File: src/sv/ctpc_pkg.sv
// shared types and constants for the timed curtain position controller
// no dependencies; imported by the interfaces and all modules
package ctpc_pkg;

	localparam int ACT_W  = 3;
	localparam int GEST_W = 2;
	localparam int TVAL_W = 8;
	localparam int MOT_W  = 2;
	localparam int PCT_W  = 7;
	localparam int ADDR_W = 4;
	localparam int DATA_W = 32;

	localparam logic [PCT_W-1:0] FULL_PCT = 7'd100;
	localparam logic [PCT_W-1:0] HOME_PCT = 7'd50;
	localparam logic [PCT_W-1:0] OPEN_PCT = 7'd0;

	localparam logic [PCT_W-1:0] UP_STEP_RST   = 7'd10;
	localparam logic [PCT_W-1:0] DOWN_STEP_RST = 7'd12;
	localparam logic             LED_EN_RST    = 1'b1;

	// register indexes (word address)
	localparam logic [1:0] REG_UP_STEP   = 2'd0;
	localparam logic [1:0] REG_DOWN_STEP = 2'd1;
	localparam logic [1:0] REG_LED_EN    = 2'd2;

	// button gestures
	localparam logic [GEST_W-1:0] GEST_TAP   = 2'd0;
	localparam logic [GEST_W-1:0] GEST_PRESS = 2'd1;

	typedef enum logic [ACT_W-1:0] {
		ACT_TICK   = 3'd0,
		ACT_UP     = 3'd1,
		ACT_DOWN   = 3'd2,
		ACT_SET    = 3'd3,
		ACT_RESET  = 3'd4
	} action_t;

	typedef enum logic [MOT_W-1:0] {
		MOT_STOP  = 2'd0,
		MOT_RAISE = 2'd1,
		MOT_LOWER = 2'd2
	} motion_t;

	typedef struct packed {
		logic [PCT_W-1:0] up_step;
		logic [PCT_W-1:0] down_step;
		logic             led_enable;
	} cfg_t;

	typedef struct packed {
		motion_t          motion;
		logic [PCT_W-1:0] position;
		logic [PCT_W-1:0] target;
		logic             led;
	} state_t;

endpackage

File: src/sv/ctpc_regs.sv
// apb-style configuration registers: step sizes and led enable
// depends on ctpc_pkg
module ctpc_regs import ctpc_pkg::*; (
	input  logic              clk,
	input  logic              arst_n,
	input  logic              psel,
	input  logic              penable,
	input  logic              pwrite,
	input  logic [ADDR_W-1:0] paddr,
	input  logic [DATA_W-1:0] pwdata,
	output logic [DATA_W-1:0] prdata,
	output logic              pready,
	output cfg_t              cfg
);

	cfg_t cfg_q;
	logic wr_en;

	assign pready = 1'b1;
	assign wr_en  = psel & penable & pwrite;
	assign cfg    = cfg_q;

	// register write
	always_ff @(posedge clk or negedge arst_n) begin
		if (!arst_n) begin
			cfg_q.up_step    <= UP_STEP_RST;
			cfg_q.down_step  <= DOWN_STEP_RST;
			cfg_q.led_enable <= LED_EN_RST;
		end else if (wr_en) begin
			case (paddr[3:2])
				REG_UP_STEP:   cfg_q.up_step    <= pwdata[PCT_W-1:0];
				REG_DOWN_STEP: cfg_q.down_step  <= pwdata[PCT_W-1:0];
				REG_LED_EN:    cfg_q.led_enable <= pwdata[0];
				default: ;
			endcase
		end
	end

	// read mux
	always_comb begin
		case (paddr[3:2])
			REG_UP_STEP:   prdata = {{(DATA_W-PCT_W){1'b0}}, cfg_q.up_step};
			REG_DOWN_STEP: prdata = {{(DATA_W-PCT_W){1'b0}}, cfg_q.down_step};
			REG_LED_EN:    prdata = {{(DATA_W-1){1'b0}}, cfg_q.led_enable};
			default:       prdata = '0;
		endcase
	end

endmodule

File: config.mk
export PLATFORM = sky130hd
export DESIGN_NAME = ctpc_regs
export DESIGN_NICKNAME = d
export VERILOG_FILES = /design/src/sv/ctpc_pkg.sv /design/src/sv/ctpc_regs.sv
export SDC_FILE = /design/constraint.sdc
export NUM_CORES = 1
export LEC_CHECK = 0
export ABC_AREA = 1
export BUFFER_PORTS_ARGS = -buffer_cell sky130_fd_sc_hd__buf_2
export CORE_MARGIN = 5
export CORE_UTILIZATION = 25
export CTS_BUF_LIST = sky130_fd_sc_hd__clkbuf_4 sky130_fd_sc_hd__clkbuf_8
export CTS_CLUSTER_DIAMETER = 100
export DETAILED_ROUTE_END_ITERATION = 8
export PLACE_DENSITY = 0.59
export SYNTH_ARGS = -nofsm -noshare
export SYNTH_HDL_FRONTEND = slang
export SYNTH_SLANG_ARGS = --single-unit
export TNS_END_PERCENT = 30
File: constraint.sdc
create_clock -name clk -period 2.1 [get_ports clk]
set_clock_uncertainty 0.05 [all_clocks]
set_input_delay 0.42 -clock clk [delete_from_list [all_inputs] [get_ports clk]]
set_output_delay 0.42 -clock clk [all_outputs]
set_load 0.05 [all_outputs]
# After elaboration in Yosys (flattened, before gate mapping)
# Cells that the tools add are included.
[op_classes]
reduce_logical = 4
bitwise_logic = 2
mux = 1
eq_ne = 2
[op_table]
columns = ["op", "n"]
rows = [
  ["$pmux 7 s3", 1],
  ["$reduce_and 2->1", 3],
  ["$and 1x1->1", 2],
  ["$eq 2x1->1 const B", 1],
  ["$eq 2x2->1 const B", 1],
  ["$logic_not 2->1", 1],
]
[totals]
regBits = 15
inputBits = 41

# Depth between registers and ports, before layout
[depth]
word_depth = 3
ltp_mapped = 6
ltp_nobuf = 6

# Worst setup path before layout
# OpenSTA, ideal clock, no wires.
[synth_timing]
path_type = "reg-to-output"
start = "reg cfg_q (netlist bit cfg[0])"
end = "out prdata[0]"
required_ns = 1.630
n_path_buf = 0
t_arrival_ns = 1.167
stages_incl_launch_ff = 3
setup_slack_ns = 0.463
cell_sequence = "dfstp_2 > nand2_1 > nand3_1"
[synth_via]
elab_chain_cells = 1
[synth_rtl]
columns = ["item", "line", "source"]
rows = [
  ["from (decl)", "ctpc_regs.sv:16", "cfg_t cfg_q;"],
  ["$pmux 7 s3", "ctpc_regs.sv:41", "case (paddr[3:2])"],
  ["to (decl)", "ctpc_regs.sv:11", "output logic [DATA_W-1:0] prdata,"],
]
# No other way between the ends.

# Worst setup path after layout
[layout_timing]
start = "in paddr[3]"
end = "out prdata[0]"
[layout_via]
elab_chain_cells = 2
word_cells_on_any_way = 4
[layout_rtl]
columns = ["item", "line", "source"]
rows = [
  ["from (decl)", "ctpc_regs.sv:9", "input logic [ADDR_W-1:0] paddr,"],
  ["$eq 2x2->1, or another cell as far along", "ctpc_regs.sv:41", ""],
  ["$pmux 7 s3 *", "ctpc_regs.sv:41", ""],
]
# Every way passes the cells marked *; elsewhere a longest branch is shown, timed or not.

==> reports/qor.txt <==
initial core utilization -> 0.257
PwrDens -> 1090 nW/um^2
Hold WC Path Type -> input port to async pin
RSZ-0062 raised after global routing -> no
first-pass GRT wire length -> 3530 um
worst r2r path cells -> 2
H-tree depth -> 1
later-pin clock latency in the skew report -> 0.25 ns
Cell Rows -> 22
Avg Cell Area, Syn -> 7.40 sq um
post-synth cell types -> 12
max cap viols -> 0
Final period util -> 0.802
CTS Sinks -> 15
most frequent cells in the layout -> 68 x nand2_1, 35 x buf_2, 26 x conb_1
vias per cell -> 3.66
Worst setup endpoint -> prdata[0]
Final HPWL DP -> 1770 um
CORE AREA -> 3630 sq um
Yosys reg bits -> 15
leading cell type in the layout, fill and taps excluded -> nand2_1
GRT Util Overall -> 0.0905
Inserted Diodes -> 0
count of final setup violators -> 0
TritonCTS clock tree -> yes
vias in the first global route -> 739
cell family with most CP delay -> buffers and inverters
Min Clock Period, post-route -> 1.68 ns
crit end category -> output pin
Yosys warnings -> 0
WS Path Type -> input port to output pin
Final Max Tran Viols -> 0
synthesized area -> 932 sq um
CTS buffer count -> 3
die width -> 71.1 um
DR vias -> 775
Die H -> 71.1 um
reg2reg setup slack -> 1.35 ns
final RePlAce weighted congestion -> 0.697
standby leakage power -> 0.675 nW
sequential share of the synthesized area -> 0.409
Setup crit start kind -> input port
post-detailed-route count of antenna-violating nets -> 0
worst r2r src -> cfg[9]
final core utilization -> 0.308
Worst path max stage delay -> 0.26 ns
share of cells above drive strength 1 -> 0.329
Final nets -> 206
Syn Inst Count -> 126
Iter 0 DRT Violations -> 11
Clock Path Buffers -> 2
Worst EP arrival -> 1.21 ns
largest net degree at the start of global routing -> 16
final wirelength -> 2250 um
status -> complete, no violations
initial antenna violation count -> 0
post-cts repair resize count -> 0
drt first pass iters -> 4
Avg WL per Cell -> 10.6 um
Critical Path Fanout Max -> 8
post-CTS setup buffer count -> 0
Slowest cell on crit path -> buf_2
Setup TNS Final -> 0 ns
hold_buf cts -> 0
Layout area overhead -> 20.0%
CP Launch Point -> paddr[3]
CP cell instances -> buf_2 -> inv_2 -> nand2_2 -> inv_2 -> nand2_1 -> nand3_1 -> buf_2
CTS clk-pin slew, worst paths -> 0.06 ns
DRC -> 0
cell depth of the worst setup path -> 7
Hold Fails Final Rpt -> 0
CP bufs+invs -> 4
DIE AREA -> 5050 sq um
reg-to-reg endpoint -> cfg[9]
Max Freq -> 594 MHz
Worst EP required -> 1.63 ns
Peak VDD IR -> 0.000384 V
I/O Buffers -> 35
gr ovfl total -> 0
CTS root buf -> clkbuf_8
max FFs per register -> 15
io pins -> 89
-- Yosys cell counts --
master | n | area [sq um]
nand2_2 | 3 | 18.8
dfstp_2 | 5 | 131
nor2_4 | 3 | 33.8
dfrtp_1 | 10 | 250
nand2_1 | 68 | 255
inv_2 | 2 | 7.51
buf_4 | 26 | 195
nor2_1 | 1 | 3.75
nor2_2 | 1 | 6.26
inv_1 | 2 | 7.51
conb_1 | 2 | 7.51
nand3_1 | 3 | 15.0
-- layout make-up --
type	instances	area (sq um)
Inverter	4	15.0
Fill cell	419	2510
Tap cell	48	60.1
Sequential cell	15	382
Timing Repair Buffer	36	183
Multi-Input combinational cell	105	430
Clock buffer	4	48.8
-- metal layers --
metal | wire [um] | GRT usage
met2 | 1100 | 0.144
met5 | 0 | 0
met3 | 156 | 0.0199
met1 | 960 | 0.115
met4 | 32 | 0.0438
-- through the flow --
step           hold slack (ns)  setup slack, ns  instances  power [mW]  instance area [sq um]
6_report                0.0156            0.416        212        1.22                   1120
5_1_grt                 0.0392            0.301        212        1.29                   1120
4_1_cts                 0.0223            0.393        212        1.24                   1120
3_5_place_dp             0.292            0.397        208       0.983                   1070
3_3_place_gp             0.289            0.393        208       0.978                   1070
2_1_floorplan           0.0744            0.463        150       0.898                   1020
-- worst min-delay path by stage --
stage                    to  slack, ns  cells after the start
detailed placement   cfg[7]       0.29                      1
global route         cfg[7]       0.04                      1
CTS                  cfg[7]       0.02                      1
global placement    cfg[14]       0.29                      1
finish               cfg[7]       0.02                      1
floorplan           cfg[10]       0.07                      0
-- logic make-up (layout without fill, tap and decap cells) --
group,Yosys count,in the layout,synth area share
other,2,26,0.00806
and+or+nand+nor,79,79,0.357
DFF,15,15,0.409
buffers and inverters,30,44,0.226
-- report_power, final --
part           internal, mW  switching, mW  total [mW]
Clock                 0.147         0.0993       0.247
Sequential            0.363         0.0425       0.406
Combinational        0.0950          0.471       0.566
(Power assumes the default switching activity.)
