--- src/sv/ctpc_pkg.sv ---
// shared types and constants for the timed curtain position controller
// no dependencies; imported by the interfaces and all modules
package ctpc_pkg;

	localparam int ACT_W  = 3;
	localparam int GEST_W = 2;
	localparam int TVAL_W = 8;
	localparam int MOT_W  = 2;
	localparam int PCT_W  = 7;
	localparam int ADDR_W = 4;
	localparam int DATA_W = 32;

	localparam logic [PCT_W-1:0] FULL_PCT = 7'd100;
	localparam logic [PCT_W-1:0] HOME_PCT = 7'd50;
	localparam logic [PCT_W-1:0] OPEN_PCT = 7'd0;

	localparam logic [PCT_W-1:0] UP_STEP_RST   = 7'd10;
	localparam logic [PCT_W-1:0] DOWN_STEP_RST = 7'd12;
	localparam logic             LED_EN_RST    = 1'b1;

	// register indexes (word address)
	localparam logic [1:0] REG_UP_STEP   = 2'd0;
	localparam logic [1:0] REG_DOWN_STEP = 2'd1;
	localparam logic [1:0] REG_LED_EN    = 2'd2;

	// button gestures
	localparam logic [GEST_W-1:0] GEST_TAP   = 2'd0;
	localparam logic [GEST_W-1:0] GEST_PRESS = 2'd1;

	typedef enum logic [ACT_W-1:0] {
		ACT_TICK   = 3'd0,
		ACT_UP     = 3'd1,
		ACT_DOWN   = 3'd2,
		ACT_SET    = 3'd3,
		ACT_RESET  = 3'd4
	} action_t;

	typedef enum logic [MOT_W-1:0] {
		MOT_STOP  = 2'd0,
		MOT_RAISE = 2'd1,
		MOT_LOWER = 2'd2
	} motion_t;

	typedef struct packed {
		logic [PCT_W-1:0] up_step;
		logic [PCT_W-1:0] down_step;
		logic             led_enable;
	} cfg_t;

	typedef struct packed {
		motion_t          motion;
		logic [PCT_W-1:0] position;
		logic [PCT_W-1:0] target;
		logic             led;
	} state_t;

endpackage

--- src/sv/ctpc_update.sv ---
// next-state logic: applies one command item to the motion/position state
// depends on ctpc_pkg
module ctpc_update import ctpc_pkg::*; (
	input  cfg_t              cfg,
	input  state_t            cur,
	input  logic [ACT_W-1:0]  action,
	input  logic [GEST_W-1:0] gesture,
	input  logic [TVAL_W-1:0] target_value,
	output state_t            nxt
);

	logic [PCT_W:0]   low_sum;
	logic [PCT_W:0]   raise_lim;
	logic             btn_go;
	logic [PCT_W-1:0] set_tgt;

	// tick arithmetic, one bit wider so nothing wraps
	assign low_sum   = {1'b0, cur.position} + {1'b0, cfg.down_step};
	assign raise_lim = {1'b0, cur.target} + {1'b0, cfg.up_step};

	// a tap acts only when stopped, a press always acts
	assign btn_go = (gesture == GEST_TAP && cur.motion == MOT_STOP) || gesture == GEST_PRESS;

	// saturate the requested target
	assign set_tgt = (target_value > {1'b0, FULL_PCT}) ? FULL_PCT : target_value[PCT_W-1:0];

	always_comb begin
		nxt = cur;
		case (action_t'(action))
			ACT_TICK: begin
				if (cur.motion == MOT_LOWER) begin
					if (low_sum >= {1'b0, cur.target}) begin
						nxt.position = cur.target;
						nxt.motion   = MOT_STOP;
						nxt.led      = 1'b0;
					end else begin
						nxt.position = low_sum[PCT_W-1:0];
					end
				end else if (cur.motion == MOT_RAISE) begin
					if ({1'b0, cur.position} <= raise_lim) begin
						nxt.position = cur.target;
						nxt.motion   = MOT_STOP;
						nxt.led      = 1'b0;
					end else begin
						nxt.position = cur.position - cfg.up_step;
					end
				end
			end
			ACT_UP: begin
				if (btn_go) begin
					nxt.target = OPEN_PCT;
					nxt.motion = MOT_RAISE;
					nxt.led    = cur.led | cfg.led_enable;
				end else begin
					nxt.motion = MOT_STOP;
					nxt.led    = 1'b0;
				end
			end
			ACT_DOWN: begin
				if (btn_go) begin
					nxt.target = FULL_PCT;
					nxt.motion = MOT_LOWER;
					nxt.led    = cur.led | cfg.led_enable;
				end else begin
					nxt.motion = MOT_STOP;
					nxt.led    = 1'b0;
				end
			end
			ACT_SET: begin
				nxt.target = set_tgt;
				if (set_tgt > cur.position) begin
					nxt.motion = MOT_LOWER;
					nxt.led    = cur.led | cfg.led_enable;
				end else if (set_tgt < cur.position) begin
					nxt.motion = MOT_RAISE;
					nxt.led    = cur.led | cfg.led_enable;
				end else begin
					nxt.motion = MOT_STOP;
					nxt.led    = 1'b0;
				end
			end
			ACT_RESET: begin
				nxt.position = HOME_PCT;
				nxt.target   = HOME_PCT;
				nxt.motion   = MOT_STOP;
				nxt.led      = 1'b0;
			end
			default: ;
		endcase
	end

endmodule

--- config.mk ---
export PLATFORM = sky130hd
export DESIGN_NAME = ctpc_update
export DESIGN_NICKNAME = d
export VERILOG_FILES = /design/src/sv/ctpc_pkg.sv /design/src/sv/ctpc_update.sv
export SDC_FILE = /design/constraint.sdc
export NUM_CORES = 1
export LEC_CHECK = 0
export BUFFER_PORTS_ARGS = -buffer_cell sky130_fd_sc_hd__buf_2
export CAP_MARGIN = 10
export CORE_AREA = 8 8 68 85
export DETAILED_ROUTE_END_ITERATION = 16
export DIE_AREA = 0 0 76 93
export PLACE_DENSITY_LB_ADDON = 0.3
export SETUP_SLACK_MARGIN = 0.2
export SLEW_MARGIN = 30
export SYNTH_ARGS = -nofsm -noshare
export SYNTH_HDL_FRONTEND = slang
export SYNTH_SLANG_ARGS = --single-unit
--- constraint.sdc ---
create_clock -name vclk -period 8.4
set_input_delay 0.42 -clock vclk [all_inputs]
set_output_delay 0.42 -clock vclk [all_outputs]
set_load 0.005 [all_outputs]
---- After elaboration in Yosys (flattened, before gate mapping) ----
Index checks and enable logic that the tools add are counted.
operators by class
  reduce and logical (&&, ||, !) cells .... 6
  multiplexer cells ....................... 24
  $lt $le $gt $ge ......................... 5
  bitwise logic cells ..................... 1
  $add $sub $neg .......................... 3
  equality and inequality tests ........... 7
operator list
  operator              number
  $mux W7               5
  $pmux W7 S4           1
  $mux W9               2
  $add A7 B7 Y8         2
  $pmux W7 S2           1
  $pmux W2 S5           1
  $mux W1               9
  $ge A8 B7 Y1          1
  $gt A8 B7 Y1 const B  1
  $le A7 B8 Y1          1
  $mux W2               4
  $gt A7 B7 Y1          1
  $lt A7 B7 Y1          1
  $sub A7 B7 Y7         1
  $eq A3 B2 Y1 const B  2
  $eq A2 B1 Y1 const B  2
  $logic_not A2 Y1      2
  $pmux W1 S4           1
  $eq A3 B1 Y1 const B  1
  $eq A3 B3 Y1 const B  1
  $logic_not A3 Y1      1
  $eq A2 B2 Y1 const B  1
  $reduce_or A2 Y1      1
  $logic_and A1 B1 Y1   1
  other kinds (2)       2
word-level totals
  register bits after elaboration ......... 0
  word-level logic and storage cells ...... 46
  bits of input ports ..................... 45
  output and inout bits ................... 17

---- Depth between registers and ports, before layout ----
Gate-level depths: netlist (run 1).
  depth after elaboration ................. 6
  gate-level depth with buffers ........... 17

---- Least setup slack after synthesis (run 1) ----
OpenSTA, ideal clock, no wires.
  kind .................................... in2out
  start ................................... input cfg[1] in the netlist's numbering
  end ..................................... output nxt[10] in the netlist's numbering
  required time ........................... 7,980 ps
  data arrival time ....................... 3,107 ps
  stages on the path ...................... 13
  setup slack ............................. 4,873 ps
  path through ............................ ha_1 inv_1 fa_1 nand2b_1 a2111oi_0 a211o_1 ha_1 and4_1 o21ai_0 o21ai_1 or4_1 a32oi_1 a21oi_1
RTL lines
  element             line              source
  start: declaration  ctpc_update.sv:4  input cfg_t cfg,
  end: declaration    ctpc_update.sv:9  output state_t nxt

==> reports/qor.yml, run 1 <==
worst_hold_path:
  hp-class: "in -> out"
die:
  ios: 62
  die_y_microns: 93
  rows: 28
  core_sq_um: 4519
  die_w_microns: 76
  start_util: 0.4792
  die-area_sq_um: 7068
timing:
  min_period_ns: 4.288
  maxSlewViolCount: 0
  fmax_mhz: 233.2
  timing.final.ws_setup_ns: 4.112
  setup_viol: 0
  slew_headroom: 0.5637
  rsz0062_at_grt: "no"
  period_share: 0.5104
  final_hold_viol_count: 0
  holdWs_ns: 1.184
  fin_tns_setup_ns: 0
  worst_pin_slew_ns: 0.6538
cells_and_area:
  regArea_sq_um: 0
  syn2layout_area_growth_pct: 15.37
  final_common_cell: "buf_2"
  final_nets: 460
  seq_cells: 0
  nClkBuffers: 0
  drive_above_1_share: 0.2033
  fillCellCount: 482
  diodes: 0
  stdcell_count: 429
  mostFrequentLayoutCells: "62 x buf_2, 41 x ha_1, 34 x o21ai_0, 33 x a21oi_1, 32 x inv_1"
  design_area_sq_um: 2499
  utilization: 0.5529
detailed_routing:
  vias: 2638
  drc: 0
  wire_per_inst_microns: 17.24
  routed_wl_microns: 7394
  drtPass1Iterations: 4
  routed_via_density: 6.149
  ant_nets: 0
  drt_first_iter_violations: 193
setup_path:
  path_max_fanout: 9
  cp.required_ns: 7.98
  critPathKind: "in -> out"
  end_kind: "output pin"
  cp.arrival_ns: 3.87
  worst_setup_path_start_kind: "primary input"
power:
  power_density_nw_per_um2: 74.50
  power_mw: 0.1862
  power_frac_seq: 0
  switching_share: 0.5801
  switchingPower_mw: 0.1080
  power.ir.vdd_worst_uv: 29.72
  p_leak_nw: 1.209
  power_frac_clock: 0
  p_int_mw: 0.07816
  combPwrFrac: 1.000
place:
  io_buffer_count: 62
  place_hpwl_microns: 6267
  pre_cts_ws_ns: 4.175
  dp.cells: 429
  place_area_sq_um: 2499
  gp_congestion: 0.9813
global_route:
  grtUsageTotal: 0.1954
  grt_max_degree: 14
  grt_pass1_wl_microns: 11850
  first_global_vias: 2536
  overflow: 0
  antenna_found_initial: 0
synth:
  synth_seq_area_share: 0
  synth_fp_nets: 407
  synth_area_sq_um: 2166
  yosysUniqueCellTypes: 56
  synth-warning-count: 0
  syn_avg_cell_area_sq_um: 6.811
  netlist_instances: 318
clock_tree:
  cts_setup_buffers: 0
  hold_buffers: 0
  cts_resized: 0
outcome:
  status: "finished clean"
flow_run:
  maxCapViolCount: 0
[logic make-up after synthesis]
kind of cell,count (synthesis),synth area share
AND/OR/NAND/NOR,88,0.2161
multiplexers,1,0.005199
buffers and inverters,43,0.07972
AO/OA/AOI/OAI,132,0.3940
adder cells (fa/ha/maj),44,0.2646
XOR/XNOR,10,0.04044
[area by class of cell]
class,instances,area (sq um),share of cell area
inverters,32,120.1,0.04807
multi-input cells,275,1993,0.7977
well taps,60,75.07,0.03005
repair buffers,62,310.3,0.1242
[cell usage after synthesis, drive strengths merged (5+ instances only)]
master	number	share of area
o211ai	8	0.028
or2	5	0.014
nand3	8	0.018
nor2b	5	0.014
nand2b	8	0.023
a31oi	5	0.014
nor2	23	0.040
nand2	14	0.024
inv	32	0.055
a211oi	10	0.040
o21ai	37	0.087
clkbuf	9	0.016
ha	41	0.24
o21a	5	0.017
xor2	5	0.020
a21oi	33	0.076
xnor2	5	0.020
[critical path, stage by stage]
cell	delay, ns
buf_2	0.15
ha_1	0.20
inv_1	0.06
fa_1	0.39
nor2b_1	0.12
o21ai_0	0.11
a21oi_1	0.18
o21ai_0	0.09
nand2b_1	0.09
xnor2_1	0.12
ha_1	0.26
nand3_1	0.07
o221ai_1	0.10
a31oi_1	0.48
and2_1	0.39
a2111oi_0	0.16
a211oi_1	0.29
buf_2	0.17
[power groups by stage]
stage               sequential (mW)  clock (mW)  combinational (mW)
floorplan                         0           0               0.128
global placement                  0           0               0.180
detailed placement                0           0               0.183
CTS                               0           0               0.184
global route                      0           0               0.206
finish                            0           0               0.186
[worst paths after layout]
| check | from | endpoint | slack, ns | cells past startpoint |
|---|---|---|---|---|
| max | cur[1] | nxt[12] | 4.11 | 18 |
| min | target_value[3] | nxt[4] | 1.18 | 3 |
[layer usage]
metal	wire, microns	track usage
met1	3016	0.2342
met2	3567	0.3479
met3	549	0.02591
met4	260	0.06721
met5	0	0
No activity file was read; power rests on OpenSTA's default activity.
==> run 2, diff against run 1 <==
clock period = 4.28 ns   (was 8.4 ns; I/O delays follow)
==> reports/qor.yml, run 2 (synthesized netlist as in run 1, its figures left out) <==
cells_and_area:
  regArea_sq_um: 0  # unchanged
  syn2layout_area_growth_pct: 15.71  # was 15.37%
  mostFrequentLayoutCells: "62 x buf_2, 41 x ha_1, 34 x o21ai_0, 33 x a21oi_1, 32 x inv_1"  # unchanged
  drive_above_1_share: 0.2054  # was 0.2033
  seq_cells: 0  # unchanged
  nClkBuffers: 0  # unchanged
  final_common_cell: "buf_2"  # unchanged
  final_nets: 461  # was 460
  fillCellCount: 459  # was 482
  diodes: 0  # unchanged
timing:
  final_hold_viol_count: 0  # unchanged
  min_period_ns: 3.871
  fmax_mhz: 258.3
  maxSlewViolCount: 0  # unchanged
  worst_pin_slew_ns: 0.6034  # was 0.6538 ns
  fin_tns_setup_ns: 0  # unchanged
  period_share: 0.9045
  slew_headroom: 0.5973  # was 0.5637
  holdWs_ns: 0.7542  # was 1.184 ns
  rsz0062_at_grt: "no"  # unchanged
  timing.final.ws_setup_ns: 0.4089  # was 4.112 ns
  setup_viol: 0  # unchanged
setup_path:
  cp.arrival_ns: 3.66  # was 3.87 ns
  worst_setup_path_start_kind: "primary input"  # unchanged
  critPathKind: "in -> out"  # unchanged
  end_kind: "output pin"  # unchanged
  path_max_fanout: 7  # was 9
  cp.required_ns: 4.07  # was 7.98 ns
worst_hold_path:
  worstHoldStart: "target_value[1]"  # was target_value[3]
  hold-path-cell-count: 3  # unchanged
  min_to: "nxt[2]"  # was nxt[4]
  hp-class: "in -> out"  # unchanged
detailed_routing:
  routed_wl_microns: 7466  # was 7394 microns
  dr_wl_met3_microns: 478  # was 549 microns
  drc: 0  # unchanged
  wl_met2_microns: 3632  # was 3567 microns
  drtPass1Iterations: 5  # was 4
  drt-met1-wl_microns: 3116  # was 3016 microns
  top_layer: "met4"  # unchanged
  ant_nets: 0  # unchanged
  wire_per_inst_microns: 17.36  # was 17.24 microns
  vias: 2611  # was 2638
  routed_via_density: 6.072  # was 6.149
  drt_first_iter_violations: 171  # was 193
die:
  start_util: 0.4792  # unchanged
  ios: 62  # unchanged
  die_w_microns: 76  # unchanged
  die_y_microns: 93  # unchanged
  rows: 28  # unchanged
  die-area_sq_um: 7068  # unchanged
  core_sq_um: 4519  # unchanged
place:
  place_hpwl_microns: 6278  # was 6267 microns
  gp_congestion: 0.9591  # was 0.9813
  io_buffer_count: 62  # unchanged
  pre_cts_ws_ns: 0.5666  # was 4.175 ns
global_route:
  antenna_found_initial: 0  # unchanged
  overflow: 0  # unchanged
  grtUsageTotal: 0.2021  # was 0.1954
  grt_max_degree: 14  # unchanged
  grt_pass1_wl_microns: 12120  # was 11850 microns
  first_global_vias: 2530  # was 2536
clock_tree:
  cts_resized: 0  # unchanged
  hold_buffers: 0  # unchanged
  cts_setup_buffers: 0  # unchanged
power:
  power_density_nw_per_um2: 147.0  # was 74.50 nW/um^2
  power.ir.vdd_worst_uv: 69.88  # was 29.72 uV
  p_leak_nw: 1.215  # was 1.209 nW
  power_mw: 0.3683  # was 0.1862 mW
flow_run:
  maxCapViolCount: 0  # unchanged
outcome:
  status: "finished clean"  # unchanged
run 2: cell types whose count changed in the layout (fill, tap and decap cells not counted):
cell and change:
buf_4 +1
run 2: worst max path at each step:
stage	slack, ns	start	cells past startpoint	endpoint
after global placement	0.56	cur[8]	15	nxt[10]
final	0.41	cur[8]	15	nxt[10]
after detailed placement	0.57	cur[8]	15	nxt[10]
after global routing	0.28	cur[8]	15	nxt[8]
after CTS	0.55	cur[8]	15	nxt[10]
after floorplan	1.17	cfg[1]	13	nxt[10]
run 2: critical path: stages:
cell and delay [ns]:
buf_2 0.14, ha_1 0.25, inv_1 0.07, fa_1 0.39, nand2b_1 0.20, a2111oi_0 0.51
a211o_1 0.20, ha_1 0.24, and4_1 0.16, o21ai_0 0.10, o21ai_1 0.19, or4_1 0.55
a32oi_1 0.25, a21oi_1 0.06, buf_2 0.13
run 2: power by group:
group	internal, mW	switching [mW]	total (mW)	leakage [nW]
Combinational	0.156	0.212	0.368	1.21
Clock	0	0	0	0
Sequential	0	0	0	0
run 2: layout make-up:
| type | count | area [sq um] | share of cell area |
|---|---|---|---|
| Tap cell | 60 | 75.07 | 0.02996 |
| Timing Repair Buffer | 63 | 317.8 | 0.1268 |
| Multi-Input combinational cell | 275 | 1993 | 0.7953 |
| Inverter | 32 | 120.1 | 0.04793 |
run 2: per-stage QoR:
stage	cell area [sq um]	std cells	util
2_1_floorplan	2166	318	-
3_3_place_gp	2506	430	0.5545
3_5_place_dp	2506	430	0.5545
4_1_cts	2506	430	0.5545
5_1_grt	2506	430	0.5545
6_report	2506	430	0.5545
run 2: layer usage:
layer / vias to the layer above / track usage
li1: 1303 / -
met1: 1187 / 0.2349
met2: 103 / 0.3665
met3: 18 / 0.02399
met4: 0 / 0.08033
met5: - / 0
